**config.mk**
```make
export PLATFORM = sky130hd
export DESIGN_NAME = upgrade_header_list_parser
export DESIGN_NICKNAME = d
export VERILOG_FILES = /design/src/hdl/uhlp_pkg.sv /design/src/hdl/uhlp_in_stage.sv /design/src/hdl/uhlp_parser.sv /design/src/hdl/upgrade_header_list_parser.sv
export VERILOG_INCLUDE_DIRS = /design/src /design/src/hdl
export SDC_FILE = /design/constraint.sdc
export NUM_CORES = 1
export LEC_CHECK = 0
export ABC_AREA = 1
export BUFFER_PORTS_ARGS = -buffer_cell sky130_fd_sc_hd__buf_2
export CAP_MARGIN = 25
export CORE_MARGIN = 2
export CORE_UTILIZATION = 45
export DETAILED_ROUTE_END_ITERATION = 8
export SETUP_SLACK_MARGIN = 0.3
export SYNTH_ARGS = -nofsm -noshare
export SYNTH_HDL_FRONTEND = slang
export SYNTH_HIERARCHICAL = 1
export SYNTH_SLANG_ARGS = --single-unit
```
**constraint.sdc**
```tcl
create_clock -name clk_i -period 9.22 [get_ports clk_i]
set_input_delay 1.844 -clock clk_i [delete_from_list [all_inputs] [get_ports clk_i]]
set_output_delay 1.844 -clock clk_i [all_outputs]
set_load 0.02 [all_outputs]
```
**src/hdl/upgrade_header_list_parser_defines.svh**
```systemverilog
// Assertion macros for the upgrade header list parser.
`ifndef UPGRADE_HEADER_LIST_PARSER_DEFINES_SVH
`define UPGRADE_HEADER_LIST_PARSER_DEFINES_SVH

`ifndef SYNTHESIS
// Same-cycle implication, checked out of reset.
`define UHLP_ASSERT_IMP(lbl, clk, rst_n, ante, cons) \
  lbl: assert property (@(posedge clk) disable iff (!(rst_n)) (ante) |-> (cons)) \
    else $error("uhlp assertion failed");
// Next-cycle implication, checked out of reset.
`define UHLP_ASSERT_NXT(lbl, clk, rst_n, ante, cons) \
  lbl: assert property (@(posedge clk) disable iff (!(rst_n)) (ante) |=> (cons)) \
    else $error("uhlp assertion failed");
`else
`define UHLP_ASSERT_IMP(lbl, clk, rst_n, ante, cons)
`define UHLP_ASSERT_NXT(lbl, clk, rst_n, ante, cons)
`endif

`endif

```
**src/hdl/uhlp_pkg.sv**
```systemverilog
// Shared types, constants and byte classification for the upgrade header list parser.
package uhlp_pkg;

  // Item carried on the input channel
  typedef struct packed {
    logic [7:0] data_byte;
    logic       last_byte;
  } in_item_t;

  // Item carried on the output channel
  typedef struct packed {
    logic        item_valid;
    logic [11:0] protocol_offset;
    logic [12:0] protocol_length;
    logic [11:0] version_offset;
    logic [12:0] version_length;
    logic [12:0] item_count;
    logic        value_done;
    logic        parse_error;
  } out_item_t;

  // Input register contents handed to the parser
  typedef struct packed {
    logic     valid;
    in_item_t item;
  } stage_t;

  // Parse phases, one-hot
  typedef enum logic [4:0] {
    PH_SKIP  = 5'b00001,
    PH_PROTO = 5'b00010,
    PH_SLASH = 5'b00100,
    PH_VER   = 5'b01000,
    PH_TRAIL = 5'b10000
  } phase_e;

  localparam logic [7:0]  ChComma  = 8'h2C;
  localparam logic [7:0]  ChSlash  = 8'h2F;
  localparam logic [7:0]  ChSpace  = 8'h20;
  localparam logic [7:0]  ChTab    = 8'h09;
  localparam int unsigned CountW   = 13;
  localparam logic [CountW-1:0] CountMax = 13'h1FFF;

  // RFC token characters: digits, letters and the listed symbols
  function automatic logic is_token(input logic [7:0] b);
    logic r;
    unique case (b) inside
      [8'h30:8'h39], [8'h41:8'h5A], [8'h61:8'h7A],
      8'h21, 8'h23, 8'h24, 8'h25, 8'h26, 8'h27, 8'h2A, 8'h2B,
      8'h2D, 8'h2E, 8'h5E, 8'h5F, 8'h60, 8'h7C, 8'h7E: r = 1'b1;
      default: r = 1'b0;
    endcase
    return r;
  endfunction

endpackage

```
**src/hdl/uhlp_in_stage.sv**
```systemverilog
// Input register stage: holds one accepted byte until the parser takes it.
module uhlp_in_stage (
  input  logic              clk_i,
  input  logic              rst_ni,
  input  logic              in_valid_i,
  output logic              in_ready_o,
  input  uhlp_pkg::in_item_t in_data_i,
  input  logic              take_i,
  output uhlp_pkg::stage_t  stage_o
);
  import uhlp_pkg::*;

  logic     valid_q, valid_d;
  in_item_t item_q;

  // Free when empty or when the held item moves on this cycle
  assign in_ready_o = !valid_q || take_i;
  assign valid_d    = in_valid_i || (valid_q && !take_i);

  always_ff @(posedge clk_i or negedge rst_ni) begin
    if (!rst_ni) begin
      valid_q <= 1'b0;
    end else begin
      valid_q <= valid_d;
    end
  end

  // Payload, no reset
  always_ff @(posedge clk_i) begin
    if (in_valid_i && in_ready_o) begin
      item_q <= in_data_i;
    end
  end

  assign stage_o = '{valid: valid_q, item: item_q};

endmodule

```
**src/hdl/uhlp_parser.sv**
```systemverilog
// Parser state and one-byte step: phase tracking, token offsets, count and error latch.
module uhlp_parser #(
  parameter int unsigned MAX_LEN = 4096
) (
  input  logic               clk_i,
  input  logic               rst_ni,
  input  logic               step_i,
  input  uhlp_pkg::in_item_t item_i,
  output uhlp_pkg::out_item_t result_o
);
  import uhlp_pkg::*;

  localparam int unsigned PosW    = $clog2(MAX_LEN + 1);
  localparam int unsigned StartW  = $clog2(MAX_LEN);
  localparam int unsigned LenW    = PosW;
  localparam int unsigned OffExtW = (StartW > 12) ? StartW : 12;
  localparam int unsigned LenExtW = (LenW > 13) ? LenW : 13;
  localparam logic [PosW-1:0] PosMax = PosW'(MAX_LEN);

  phase_e              phase_q, phase_d;
  logic [PosW-1:0]     pos_q, pos_d;
  logic [StartW-1:0]   pstart_q, pstart_d, vstart_q, vstart_d;
  logic [LenW-1:0]     plen_q, plen_d, vlen_q, vlen_d;
  logic [CountW-1:0]   count_q, count_d;
  logic                err_q, err_d;
  logic                emit;
  logic [OffExtW-1:0]  pstart_ext, vstart_ext;
  logic [LenExtW-1:0]  plen_ext, vlen_ext;

  // One byte through the phase machine
  always_comb begin
    logic [7:0] b;
    logic       tok, sp, comma, bad, done;
    b        = item_i.data_byte;
    tok      = is_token(b);
    sp       = (b == ChSpace) || (b == ChTab);
    comma    = (b == ChComma);
    bad      = 1'b0;
    done     = 1'b0;
    emit     = 1'b0;
    phase_d  = phase_q;
    pstart_d = pstart_q;
    plen_d   = plen_q;
    vstart_d = vstart_q;
    vlen_d   = vlen_q;
    count_d  = count_q;
    err_d    = err_q;

    if (!err_q) begin
      if (pos_q >= PosMax) begin
        err_d = 1'b1;
      end else begin
        unique case (phase_q)
          PH_SKIP: begin
            if (tok) begin
              pstart_d = StartW'(pos_q);
              plen_d   = LenW'(1);
              vstart_d = '0;
              vlen_d   = '0;
              phase_d  = PH_PROTO;
            end else if (!sp && !comma) begin
              bad = 1'b1;
            end
          end
          PH_PROTO: begin
            if (tok) plen_d = plen_q + LenW'(1);
            else if (b == ChSlash) phase_d = PH_SLASH;
            else if (sp) phase_d = PH_TRAIL;
            else if (comma) done = 1'b1;
            else bad = 1'b1;
          end
          PH_SLASH: begin
            if (tok) begin
              vstart_d = StartW'(pos_q);
              vlen_d   = LenW'(1);
              phase_d  = PH_VER;
            end else begin
              bad = 1'b1;
            end
          end
          PH_VER: begin
            if (tok) vlen_d = vlen_q + LenW'(1);
            else if (sp) phase_d = PH_TRAIL;
            else if (comma) done = 1'b1;
            else bad = 1'b1;
          end
          PH_TRAIL: begin
            if (comma) done = 1'b1;
            else if (!sp) bad = 1'b1;
          end
          default: bad = 1'b1;
        endcase
        if (bad) err_d = 1'b1;
      end
    end

    // Position saturates at the length limit
    pos_d = (pos_q < PosMax) ? pos_q + PosW'(1) : pos_q;

    // End of value closes an open element; a dangling slash is an error
    if (item_i.last_byte && !err_d && !done) begin
      if (phase_d == PH_PROTO || phase_d == PH_VER || phase_d == PH_TRAIL) begin
        done = 1'b1;
      end else if (phase_d == PH_SLASH) begin
        err_d = 1'b1;
      end
    end

    // Report the element unless the count would overflow
    if (done && !err_d) begin
      phase_d = PH_SKIP;
      if (count_q >= CountMax) begin
        err_d = 1'b1;
      end else begin
        count_d = count_q + CountW'(1);
        emit    = 1'b1;
      end
    end
  end

  // State update; the last byte returns everything to reset values
  always_ff @(posedge clk_i or negedge rst_ni) begin
    if (!rst_ni) begin
      phase_q  <= PH_SKIP;
      pos_q    <= '0;
      pstart_q <= '0;
      plen_q   <= '0;
      vstart_q <= '0;
      vlen_q   <= '0;
      count_q  <= '0;
      err_q    <= 1'b0;
    end else if (step_i) begin
      if (item_i.last_byte) begin
        phase_q  <= PH_SKIP;
        pos_q    <= '0;
        pstart_q <= '0;
        plen_q   <= '0;
        vstart_q <= '0;
        vlen_q   <= '0;
        count_q  <= '0;
        err_q    <= 1'b0;
      end else begin
        phase_q  <= phase_d;
        pos_q    <= pos_d;
        pstart_q <= pstart_d;
        plen_q   <= plen_d;
        vstart_q <= vstart_d;
        vlen_q   <= vlen_d;
        count_q  <= count_d;
        err_q    <= err_d;
      end
    end
  end

  // Fit internal widths to the field widths
  assign pstart_ext = OffExtW'(pstart_d);
  assign vstart_ext = OffExtW'(vstart_d);
  assign plen_ext   = LenExtW'(plen_d);
  assign vlen_ext   = LenExtW'(vlen_d);

  assign result_o.item_valid      = emit;
  assign result_o.protocol_offset = emit ? pstart_ext[11:0] : 12'd0;
  assign result_o.protocol_length = emit ? plen_ext[12:0]   : 13'd0;
  assign result_o.version_offset  = emit ? vstart_ext[11:0] : 12'd0;
  assign result_o.version_length  = emit ? vlen_ext[12:0]   : 13'd0;
  assign result_o.item_count      = count_d;
  assign result_o.value_done      = item_i.last_byte;
  assign result_o.parse_error     = err_d;

endmodule

```
**src/hdl/upgrade_header_list_parser.sv**
```systemverilog
// Top level of the HTTP Upgrade header protocol list parser.
//
// Input channel (in_valid_i / in_ready_o / in_data_i): one byte of an Upgrade
// field value per item, with last_byte set on the final byte of the value.
// Output channel (out_valid_o / out_ready_i / out_data_o): exactly one item per
// input byte, in order. item_valid marks a completed protocol[/version]
// element with its offsets and lengths; item_count, parse_error and value_done
// are reported on every item. After the last byte the parser starts fresh.
// Throughput is one byte per cycle while the receiver keeps out_ready_i high:
// the phase update is a single step between the input register and the output
// register, and both registers take a new item in the cycle their current one
// moves on. An accepted byte is held in the input register, and its result is
// then written into the output register that drives out_valid_o.
// Reset clears the parse state and both stages' valid flags, dropping any items.
// When the receiver stalls, the output register holds its item, the input
// register still takes one more byte, and then in_ready_o drops until the
// output drains.
`include "upgrade_header_list_parser_defines.svh"

module upgrade_header_list_parser #(
  parameter int unsigned MAX_LEN = 4096
) (
  input  logic                clk_i,
  input  logic                rst_ni,
  input  logic                in_valid_i,
  output logic                in_ready_o,
  input  uhlp_pkg::in_item_t  in_data_i,
  output logic                out_valid_o,
  input  logic                out_ready_i,
  output uhlp_pkg::out_item_t out_data_o
);
  import uhlp_pkg::*;

  stage_t    stage;
  out_item_t result;
  out_item_t out_q;
  logic      out_valid_q, out_valid_d;
  logic      step;

  // Move the held byte when the output register is free or draining
  assign step = stage.valid && (!out_valid_q || out_ready_i);

  uhlp_in_stage u_in_stage (
    .clk_i     (clk_i),
    .rst_ni    (rst_ni),
    .in_valid_i(in_valid_i),
    .in_ready_o(in_ready_o),
    .in_data_i (in_data_i),
    .take_i    (step),
    .stage_o   (stage)
  );

  uhlp_parser #(
    .MAX_LEN(MAX_LEN)
  ) u_parser (
    .clk_i   (clk_i),
    .rst_ni  (rst_ni),
    .step_i  (step),
    .item_i  (stage.item),
    .result_o(result)
  );

  // Output register
  assign out_valid_d = step || (out_valid_q && !out_ready_i);

  always_ff @(posedge clk_i or negedge rst_ni) begin
    if (!rst_ni) begin
      out_valid_q <= 1'b0;
    end else begin
      out_valid_q <= out_valid_d;
    end
  end

  always_ff @(posedge clk_i) begin
    if (step) begin
      out_q <= result;
    end
  end

  assign out_valid_o = out_valid_q;
  assign out_data_o  = out_q;

  // Checks
  `UHLP_ASSERT_IMP(a_elem_no_error, clk_i, rst_ni,
    out_valid_o && out_data_o.item_valid,
    !out_data_o.parse_error && out_data_o.item_count != 13'd0)
  `UHLP_ASSERT_IMP(a_elem_proto_len, clk_i, rst_ni,
    out_valid_o && out_data_o.item_valid, out_data_o.protocol_length != 13'd0)
  `UHLP_ASSERT_IMP(a_idle_fields_zero, clk_i, rst_ni,
    out_valid_o && !out_data_o.item_valid,
    out_data_o.protocol_length == 13'd0 && out_data_o.version_length == 13'd0)
  `UHLP_ASSERT_NXT(a_accept_fills_stage, clk_i, rst_ni,
    in_valid_i && in_ready_o, stage.valid)

endmodule

```
# Yosys cells after proc, flatten, opt, wreduce, memory -nomap -nowiden
# Cells that the tools add are included.
word_totals:
  regBits: 159
  latchBits: 0
  ram_bits: 0
  mem_bits_ro: 0
  in_bits: 13
  word_cells: 166
  n_memories: 0
op_classes:
  n_addsub: 4
  n_mul: 0
  div_mod_pow: 0
  n_lt_le_gt_ge: 9
  eq_ne: 28
  shifts: 0
  mux: 75
  bitwise_logic: 0
  n_reduce_logical: 30
ops:
  columns: ["cell", "n"]
  rows:
  - ["two-way mux 13 bit", 16]
  - ["two-way mux 12 bit", 10]
  - ["equality test 8 x 6 -> 1 bit (second input constant)", 13]
  - ["adder 13 x 1 -> 13 bit (second input constant)", 4]
  - ["two-way mux 5 bit", 10]
  - ["equality test 8 x 7 -> 1 bit (second input constant)", 5]
  - ["case mux 13 bit (3 select lines)", 1]
  - ["two-way mux 1 bit", 33]
  - ["greater-or-equal comparator 13 bit (second input constant)", 2]
  - ["case mux 13 bit (2 select lines)", 1]
  - ["case mux 12 bit (2 select lines)", 1]
  - ["case mux 5 bit (4 select lines)", 1]
  - ["OR reduction 18 bit", 1]
  - ["greater-or-equal comparator 8 x 7 -> 1 bit (second input constant)", 2]
  - ["less-or-equal comparator 8 x 7 -> 1 bit (second input constant)", 2]
  - ["less-than comparator 13 bit (second input constant)", 1]
  - ["logical AND 1 bit", 11]
  - ["equality test 5 x 2 -> 1 bit (second input constant)", 2]
  - ["equality test 5 x 3 -> 1 bit (second input constant)", 2]
  - ["equality test 5 x 4 -> 1 bit (second input constant)", 2]
  - ["equality test 5 bit (second input constant)", 2]
  - ["logical NOT 1 bit", 9]
  - ["equality test 8 x 4 -> 1 bit (second input constant)", 1]
  - ["greater-or-equal comparator 8 x 6 -> 1 bit (second input constant)", 1]
  - ["other kinds (7)", 13]

# Longest topological paths before layout
# Gate-level depths: netlist of run 1.
logic_depth:
  ltp_word: 20
  mapped_depth: 23
  mapped_depth_nobuf: 20

# By module
# The synthesis of run 1 kept the hierarchy.
modules_own_cells:
  columns: ["module", "n_inst", "cells_per_inst", "area_per_inst_um2", "seq_area_each_um2"]
  rows:
  - ["uhlp_parser", 1, 858, 5844.4, 2053.2]
  - ["upgrade_header_list_parser", 1, 72, 2030.7, 2006.9]
  - ["uhlp_in_stage", 1, 16, 322.8, 295.3]

# Worst setup path after synthesis of run 1
# No wires, ideal clock.
synth_path:
  path_type: "input to output"
  startpoint: "input out_ready_i"
  endpoint: "output in_ready_o"
  t_arrival_ps: 4333
  t_required_ps: 7376
  path_slack_ps: 3043
  path_stages: 4
  cell_sequence: "inv_1 > a21oi_2 > inv_1 > nand2_1"
synth_via:
  elab_chain_cells: 3
synth_lines:
  columns: ["item", "line", "rtl"]
  rows:
  - ["from (decl)", "upgrade_header_list_parser.sv:29", "input logic out_ready_i,"]
  - ["logical OR 1 bit", "upgrade_header_list_parser.sv:41", "assign step = stage.valid && (!out_valid_q || out_ready_i);"]
  - ["logical AND 1 bit", "upgrade_header_list_parser.sv:41", null]
  - ["net step", "upgrade_header_list_parser.sv:38", "logic step;"]
  - ["logical OR 1 bit", "uhlp_in_stage.sv:17", "assign in_ready_o = !valid_q || take_i;"]
  - ["to (decl)", "upgrade_header_list_parser.sv:26", "output logic in_ready_o,"]
# The timed path passes the listed nets, and every way through them passes these cells.

# Final worst setup path of run 1
# Same ends and word-level chain as after synthesis.

==> load_flow_metrics.sql, run 1 <==
INSERT INTO impl_metrics (metric_group, metric, value, unit) VALUES
('grt', 'via_count_of_the_first_global_routing_pass', '6429', ''),
('timing', 'report.final.setup_viol', '0', ''),
('clock_tree', 'insertion_delay', '0.43', 'ns'),
('timing', 'summed_negative_setup_slack_over_all_endpoints', '0', 'ns'),
('detailed_routing', 'drt-initial-drc-count', '494', ''),
('finish', 'layout-drive-gt1-share', '16.6', '%'),
('grt', 'global_route_wire_length_before_repair', '32200', 'um'),
('place', 'portBuffers', '80', ''),
('power_and_ir_drop', 'vdd_ir_drop_max', '0.000146', 'V'),
('finish', 'fin_nets', '1038', ''),
('finish', 'nFillCells', '1697', ''),
('clock_tree', 'numClockSinks', '159', ''),
('worst_setup_path', 'timing.critical_path.slowest_cell_delay', '0.58', 'ns'),
('finish', 'sequential_cell_area', '4360', 'um^2'),
('synth', 'netlist.top_cell.by_area', 'sky130_fd_sc_hd__edfxtp_1', ''),
('worst_setup_path', 'crit_path_kind', 'in -> out', ''),
('synth', 'synthTopCellsByArea', 'sky130_fd_sc_hd__edfxtp_1 (27%), sky130_fd_sc_hd__dfrtp_1 (25%), sky130_fd_sc_hd__nand2_1 (9.4%), sky130_fd_sc_hd__inv_1 (6.0%), sky130_fd_sc_hd__o22ai_1 (5.0%)', ''),
('hold_path', 'worstHoldPathType', 'reg -> reg', ''),
('clock_tree', 'numCtsBuffers', '17', ''),
('floorplan', 'floorplan.initialDensity', '45.8', '%'),
('synth', 'avgSynthCellArea', '8.67', 'um^2'),
('grt', 'track_usage', '20.4', '%'),
('timing', 'hold_viol', '0', ''),
('detailed_routing', 'antenna_left', '0', ''),
('floorplan', 'floorplan.die_area', '19300', 'um^2'),
('worst_setup_path', 'timing.critical_path.from_type', 'primary input', ''),
('power_and_ir_drop', 'p_leak', '0.00413', 'uW'),
('finish', 'antennaDiodeCount', '0', ''),
('worst_setup_path', 'timing.critical_path.fanout_max', '55', ''),
('worst_setup_path', 'crit_required', '7.38', 'ns'),
('floorplan', 'io_pins', '81', ''),
('timing', 'max-slew-margin-rel', '39.1', '%'),
('detailed_routing', 'routed.top_layer', 'met4', ''),
('timing', 'finalCritPeriodShare', '53.2', '%'),
('clock_tree', 'cts_setup_buffers', '0', ''),
('run_status', 'result_of_the_run', 'completed', ''),
('synth', 'synth_async_sr_flop_share', '52.8', '%'),
('synth', 'synthesis.area', '8200', 'um^2'),
('detailed_routing', 'route.vias.total', '6629', ''),
('floorplan', 'core_area', '17900', 'um^2'),
('grt', 'number_of_antenna_violations_at_the_first_check_in_global_routing', '0', ''),
('synth', 'synthMostInstantiatedCell', 'sky130_fd_sc_hd__nand2_1', ''),
('timing', 'final-max-slew-violation-count', '0', ''),
('timing', 'tightest_slew', '0.911', 'ns'),
('synth', 'synth-main-ff-cell', 'sky130_fd_sc_hd__dfrtp_1', ''),
('detailed_routing', 'drtPass1Iterations', '5', ''),
('timing', 'min_period', '4.90', 'ns'),
('worst_setup_path', 'crit_chain', 'buf_2 > inv_1 > a21oi_4 > buf_4 > inv_1 > nand2_1 > buf_2', ''),
('place', 'detailed_place_hpwl', '12700', 'um'),
('grt', 'gr-total-overflow', '0', ''),
('power_and_ir_drop', 'power-per-cell-area', '231', 'nW/um^2'),
('floorplan', 'core.rowCount', '49', ''),
('finish', 'multiInputGateArea', '3110', 'um^2'),
('clock_tree', 'cts_resized', '0', ''),
('synth', 'synthesis.instances', '946', ''),
('clock_tree', 'cts_tree', 'yes', ''),
('place', 'dp_worst_setup_slack', '4.28', 'ns'),
('timing', 'finalWorstSetupSlack', '4.32', 'ns'),
('flow_run', 'number_of_max_cap_violations', '0', ''),
('detailed_routing', 'wl_met2', '8710', 'um'),
('floorplan', 'floorplan.die.width', '139', 'um'),
('timing', 'f_max', '204', 'MHz'),
('worst_setup_path', 'critical-path-slowest-cell', 'sky130_fd_sc_hd__buf_4', ''),
('timing', 'timing.clock.skew', '0.00930', 'ns'),
('clock_tree', 'clockBufferDepth', '2', ''),
('finish', 'syn2layout_area_growth', '14.2', '%'),
('place', 'gp_congestion', '0.868', ''),
('synth', 'post_synth_num_cell_types', '50', ''),
('detailed_routing', 'met3WireLength', '901', 'um'),
('worst_setup_path', 'arrival', '3.06', 'ns'),
('hold_path', 'worstHoldStart', 'u_in_stage/valid_q$_DFF_PN0_', '');
per-stage QoR:
stage	hold WS (ns)	std cells	utilization (%)	area, um^2	power, uW
2_1_floorplan	0.470	946	-	8200	1310
3_3_place_gp	0.505	1227	48.8	8740	1430
3_5_place_dp	0.513	1227	48.8	8740	1440
4_1_cts	0.529	1259	52.3	9360	2180
5_1_grt	0.557	1259	52.3	9360	2290
6_report	0.527	1259	52.3	9360	2170
cell usage in the layout, fill, tap and decap left out, types with 10 or more instances in the layout:
cell                        synthesis  layout
sky130_fd_sc_hd__nand2_1          206     206
sky130_fd_sc_hd__inv_1            132     132
sky130_fd_sc_hd__nor2_1           104     104
sky130_fd_sc_hd__dfrtp_1           83      83
sky130_fd_sc_hd__buf_2              7      79
sky130_fd_sc_hd__edfxtp_1          75      75
sky130_fd_sc_hd__o22ai_1           66      66
sky130_fd_sc_hd__o21ai_0           56      56
sky130_fd_sc_hd__nand3_1           44      44
sky130_fd_sc_hd__nor3_1            20      20
sky130_fd_sc_hd__nand2_2           19      19
sky130_fd_sc_hd__clkbuf_16          0      17
sky130_fd_sc_hd__a21oi_1           16      16
sky130_fd_sc_hd__xor2_1            13      13
sky130_fd_sc_hd__inv_2             10      10
layout make-up:
type	instances	share of cell area (%)
Clock buffer	17	4.54
Inverter	145	5.88
Clock inverter	15	2.08
Sequential cell	159	46.5
Multi-Input combinational cell	609	33.2
Tap cell	229	3.06
Timing Repair Buffer	85	4.70
worst register-to-register path, stage by stage, from the launching register on:
cell and delay [ns]:
sky130_fd_sc_hd__edfxtp_1 0.45, sky130_fd_sc_hd__inv_2 0.11, sky130_fd_sc_hd__nand2_1 0.07, sky130_fd_sc_hd__nor2_1 0.25, sky130_fd_sc_hd__nand2_2 0.14, sky130_fd_sc_hd__nand2_2 0.10, sky130_fd_sc_hd__nand2_2 0.07, sky130_fd_sc_hd__o21ai_1 0.12
sky130_fd_sc_hd__or2_1 0.53, sky130_fd_sc_hd__nand2_2 0.10, sky130_fd_sc_hd__nor2_1 0.17, sky130_fd_sc_hd__nand4_2 0.39, sky130_fd_sc_hd__nand2_2 0.52, sky130_fd_sc_hd__nand2_2 0.61, sky130_fd_sc_hd__inv_1 0.27, sky130_fd_sc_hd__and2_1 0.14
per-layer routing:
layer / track usage, % / vias up
met5: 0 / -
li1: - / 3269
met4: 6.27 / 0
met3: 3.35 / 16
met2: 32.3 / 190
met1: 28.9 / 3154
final timing paths:
path / endpoint / slack (ns) / cells past startpoint
worst max-delay path: in_ready_o / 4.32 / 7
worst min-delay path: u_in_stage/valid_q$_DFF_PN0_ / 0.53 / 2
worst max register to register: out_data_o[25]$_DFFE_PP_ / 5.06 / 15
worst min register to register: u_in_stage/valid_q$_DFF_PN0_ / 0.53 / 2
max in group asynchronous: u_parser/vlen_q[10]$_DFFE_PN0P_ / 6.82 / 2
min in group asynchronous: u_parser/pstart_q[5]$_DFFE_PN0P_ / 1.41 / 1
sequential cells by signal (all words and copies together) (netlist names):
name	flops
out_data_o	66
out_valid_o	1
u_in_stage/stage_o	9
u_in_stage/valid_q	1
u_parser/count_q	13
u_parser/err_q	1
u_parser/phase_q	5
u_parser/plen_q	13
u_parser/pos_q	13
u_parser/pstart_q	12
u_parser/vlen_q	13
u_parser/vstart_q	12
power by group:
part | switching, uW | internal, uW
logic | 415 | 156
registers | 38.3 | 817
clock network | 306 | 435
total | 759 | 1410
cell families after synthesis:
group / after synthesis / share of synthesized area [%]
simple gates: 426 / 23.5
compound gates: 158 / 11.3
flops: 159 / 53.1
xor+xnor: 16 / 1.71
buf+inv: 178 / 9.04
mux: 1 / 0.122
fa+ha+maj: 8 / 1.22
Power figures use the tool's default switching activity.
==> run 2, diff against run 1 <==
- clock period: 9.22 -> 4.65 ns (I/O delays scaled with it)
==> run 2 against run 1 <==
  * Cell area down 0.11%
  * Non-clock buffer count up 3
  * First-iteration DRC count down 7.7%
  * Die area unchanged
  * Final cell count up 0.24%
  * Register-to-register slack worse by 3.8 ns
  * Clock skew down 0.0020 ns
  * Sequential power up 98%
  * Hold slack worse by 0.0029 ns
  * Clock-buffer cell count up 2
  * Via count down 1.0%
  * Combinational power up 100%
  * Critical path type is now reg -> reg
  * Largest power group unchanged
==> load_flow_metrics.sql, run 2 (synthesis results as in run 1) <==
INSERT INTO impl_metrics (metric_group, metric, value, unit) VALUES
('floorplan', 'io_pins', '81', ''),
('floorplan', 'core_area', '17900', 'um^2'),
('clock_tree', 'ctsRootBufferMaster', 'sky130_fd_sc_hd__clkbuf_16', ''),
('detailed_routing', 'route.vias.total', '6563', ''),
('worst_setup_path', 'timing.critical_path.slowest_cell_delay', '0.45', 'ns'),
('timing', 'report.final.setup_viol', '0', ''),
('finish', 'commonest_cells_after_routing_fill_and_taps_aside', 'sky130_fd_sc_hd__nand2_1 (206), sky130_fd_sc_hd__inv_1 (132), sky130_fd_sc_hd__nor2_1 (104)', ''),
('clock_tree', 'numClockSinks', '159', ''),
('clock_tree', 'cts_resized', '0', ''),
('floorplan', 'die_height', '139', 'um'),
('place', 'gp_congestion', '0.876', ''),
('clock_tree', 'clkTransAtPathRegs', '0.07', 'ns'),
('worst_setup_path', 'cell_mode_on_critical_path', 'sky130_fd_sc_hd__nand2_2', ''),
('floorplan', 'core.rowCount', '49', ''),
('place', 'dpl.cell_count', '1230', ''),
('flow_run', 'number_of_max_cap_violations', '0', ''),
('floorplan', 'floorplan.die_area', '19300', 'um^2'),
('detailed_routing', 'wire_per_inst', '15.0', 'um'),
('place', 'portBuffers', '80', ''),
('clock_tree', 'numCtsBuffers', '17', ''),
('worst_setup_path', 'timing.critical_path.fanout_max', '32', ''),
('timing', 'summed_negative_setup_slack_over_all_endpoints', '0', 'ns'),
('finish', 'nFillCells', '1711', ''),
('worst_setup_path', 'worst_setup_path_end_kind', 'flip-flop', ''),
('worst_setup_path', 'cp_num_buf_inv', '2', ''),
('power_and_ir_drop', 'report.power.total', '4250', 'uW'),
('power_and_ir_drop', 'power-per-cell-area', '454', 'nW/um^2'),
('clock_tree', 'insertion_delay', '0.43', 'ns'),
('timing', 'final-max-slew-violation-count', '0', ''),
('timing', 'f_max', '295', 'MHz'),
('grt', 'track_usage', '20.2', '%'),
('detailed_routing', 'drtPass1Iterations', '7', ''),
('finish', 'sequential_cell_area', '4360', 'um^2'),
('timing', 'max-slew-margin-rel', '41.5', '%'),
('worst_setup_path', 'critical-path-slowest-cell', 'sky130_fd_sc_hd__or2_1', ''),
('finish', 'fin_nets', '1041', ''),
('clock_tree', 'cts_tree', 'yes', ''),
('grt', 'number_of_antenna_violations_at_the_first_check_in_global_routing', '0', ''),
('worst_setup_path', 'timing.reg2reg.setup_slack', '1.26', 'ns'),
('worst_setup_path', 'crit_required', '4.93', 'ns'),
('clock_tree', 'clockBufferDepth', '2', ''),
('timing', 'finalCritPeriodShare', '73.0', '%'),
('grt', 'largest_net_degree_at_the_start_of_global_routing', '61', ''),
('timing', 'hold_viol', '0', ''),
('detailed_routing', 'routed_via_density', '5.20', ''),
('finish', 'fin_cells', '1262', ''),
('finish', 'syn2layout_area_growth', '14.1', '%'),
('hold_path', 'worstHoldPathType', 'reg -> reg', ''),
('power_and_ir_drop', 'vdd_ir_drop_max', '0.000316', 'V'),
('detailed_routing', 'route.detailed.drc', '0', ''),
('power_and_ir_drop', 'p_leak', '0.00413', 'uW'),
('grt', 'global_route_wire_length_before_repair', '31700', 'um'),
('finish', 'antennaDiodeCount', '0', ''),
('timing', 'tightest_slew', '0.877', 'ns'),
('clock_tree', 'h_tree_levels', '4', ''),
('grt', 'via_count_of_the_first_global_routing_pass', '6180', ''),
('clock_tree', 'count_of_hold_fix_buffers_inserted_at_cts', '0', ''),
('run_status', 'result_of_the_run', 'completed', ''),
('grt', 'gr-total-overflow', '0', ''),
('worst_setup_path', 'timing.critical_path.max_delay_family', 'simple AND/OR/NAND/NOR gates', ''),
('finish', 'largest_register_ff_count', '66', ''),
('detailed_routing', 'drt-initial-drc-count', '456', ''),
('worst_setup_path', 'crit_path_kind', 'reg -> reg', ''),
('clock_tree', 'cts_setup_buffers', '0', ''),
('place', 'detailed_place_hpwl', '12700', 'um'),
('floorplan', 'floorplan.die.width', '139', 'um'),
('detailed_routing', 'route.final.wire_length', '18900', 'um'),
('finish', 'layout_commonest_cell', 'sky130_fd_sc_hd__nand2_1', ''),
('finish', 'multiInputGateArea', '3110', 'um^2'),
('finish', 'layout-drive-gt1-share', '16.7', '%'),
('detailed_routing', 'antenna_left', '0', ''),
('worst_setup_path', 'arrival', '3.68', 'ns'),
('worst_setup_path', 'timing.critical_path.from_type', 'flip-flop', ''),
('worst_setup_path', 'crit_chain', 'inv_2 > nand2_1 > nor2_1 > nand2_2 > nand2_2 > nand2_2 > o21ai_1 > or2_1 > nand2_2 > nor2_1 > nand4_2 > nand2_2 > nand2_2 > buf_4 > nor2_1', ''),
('timing', 'min_period', '3.39', 'ns'),
('timing', 'timing.clock.skew', '0.00735', 'ns'),
('timing', 'grt_setup_unrepaired', 'false', ''),
('floorplan', 'floorplan.initialDensity', '45.8', '%');
-- run 2: cell count changes in the layout (fill, tap and decap cells not counted), sizes merged --
cell / change
clkbuf: +2
bufinv: -1
inv: -3
buf: +3
clkinv: +2
-- run 2: power by group --
part | switching (uW) | leakage (uW) | internal, uW
clock | 593 | 0.000277 | 803
combinational | 840 | 0.00195 | 318
sequential | 72.3 | 0.00190 | 1620
-- run 2: area by class of cell --
class	count	share of cell area (%)
flip-flops and latches	159	46.6
multi-input cells	609	33.2
inverters	145	5.89
repair buffers	88	4.95
clock buffers	19	4.63
well taps	229	3.06
clock inverters	13	1.66
-- run 2: final timing paths --
| kind | from | to | depth (start not counted) |
|---|---|---|---|
| setup / recovery | u_in_stage/stage_o[5]$_DFFE_PP_ | out_data_o[56]$_DFFE_PP_ | 15 |
| hold / removal | u_parser/err_q$_DFFE_PN0P_ | u_parser/err_q$_DFFE_PN0P_ | 2 |
| setup reg to reg | u_in_stage/stage_o[5]$_DFFE_PP_ | out_data_o[56]$_DFFE_PP_ | 15 |
| hold reg to reg | u_parser/err_q$_DFFE_PN0P_ | u_parser/err_q$_DFFE_PN0P_ | 2 |
| max in group asynchronous | rst_ni | u_parser/phase_q[0]$_DFFE_PN1P_ | 2 |
| min in group asynchronous | rst_ni | u_parser/pstart_q[9]$_DFFE_PN0P_ | 1 |
-- run 2: per-stage QoR --
step	cell area, um^2	util [%]	hold WS (ns)	setup WS (ns)
floorplan	8210	-	0.470	0.700
global placement	8760	49.0	0.489	1.37
detailed placement	8760	49.0	0.498	1.24
CTS	9350	52.2	0.515	1.21
global route	9350	52.2	0.557	0.887
finish	9350	52.2	0.524	1.26
-- run 2: worst min-delay path, cell delays in order, from the launching register on --
cell	delay [ns]
sky130_fd_sc_hd__dfrtp_1	0.37
sky130_fd_sc_hd__nand2_1	0.06
sky130_fd_sc_hd__nand2_1	0.06
-- run 2: per-layer routing --
metal  global-route usage [%]  vias to the layer above  wire length, um
met5                        0                        -                0
met4                     5.10                        0              164
met3                     3.97                       15              853
met2                     31.2                      162             8590
met1                     29.6                     3102             9310
li1                         -                     3284                -
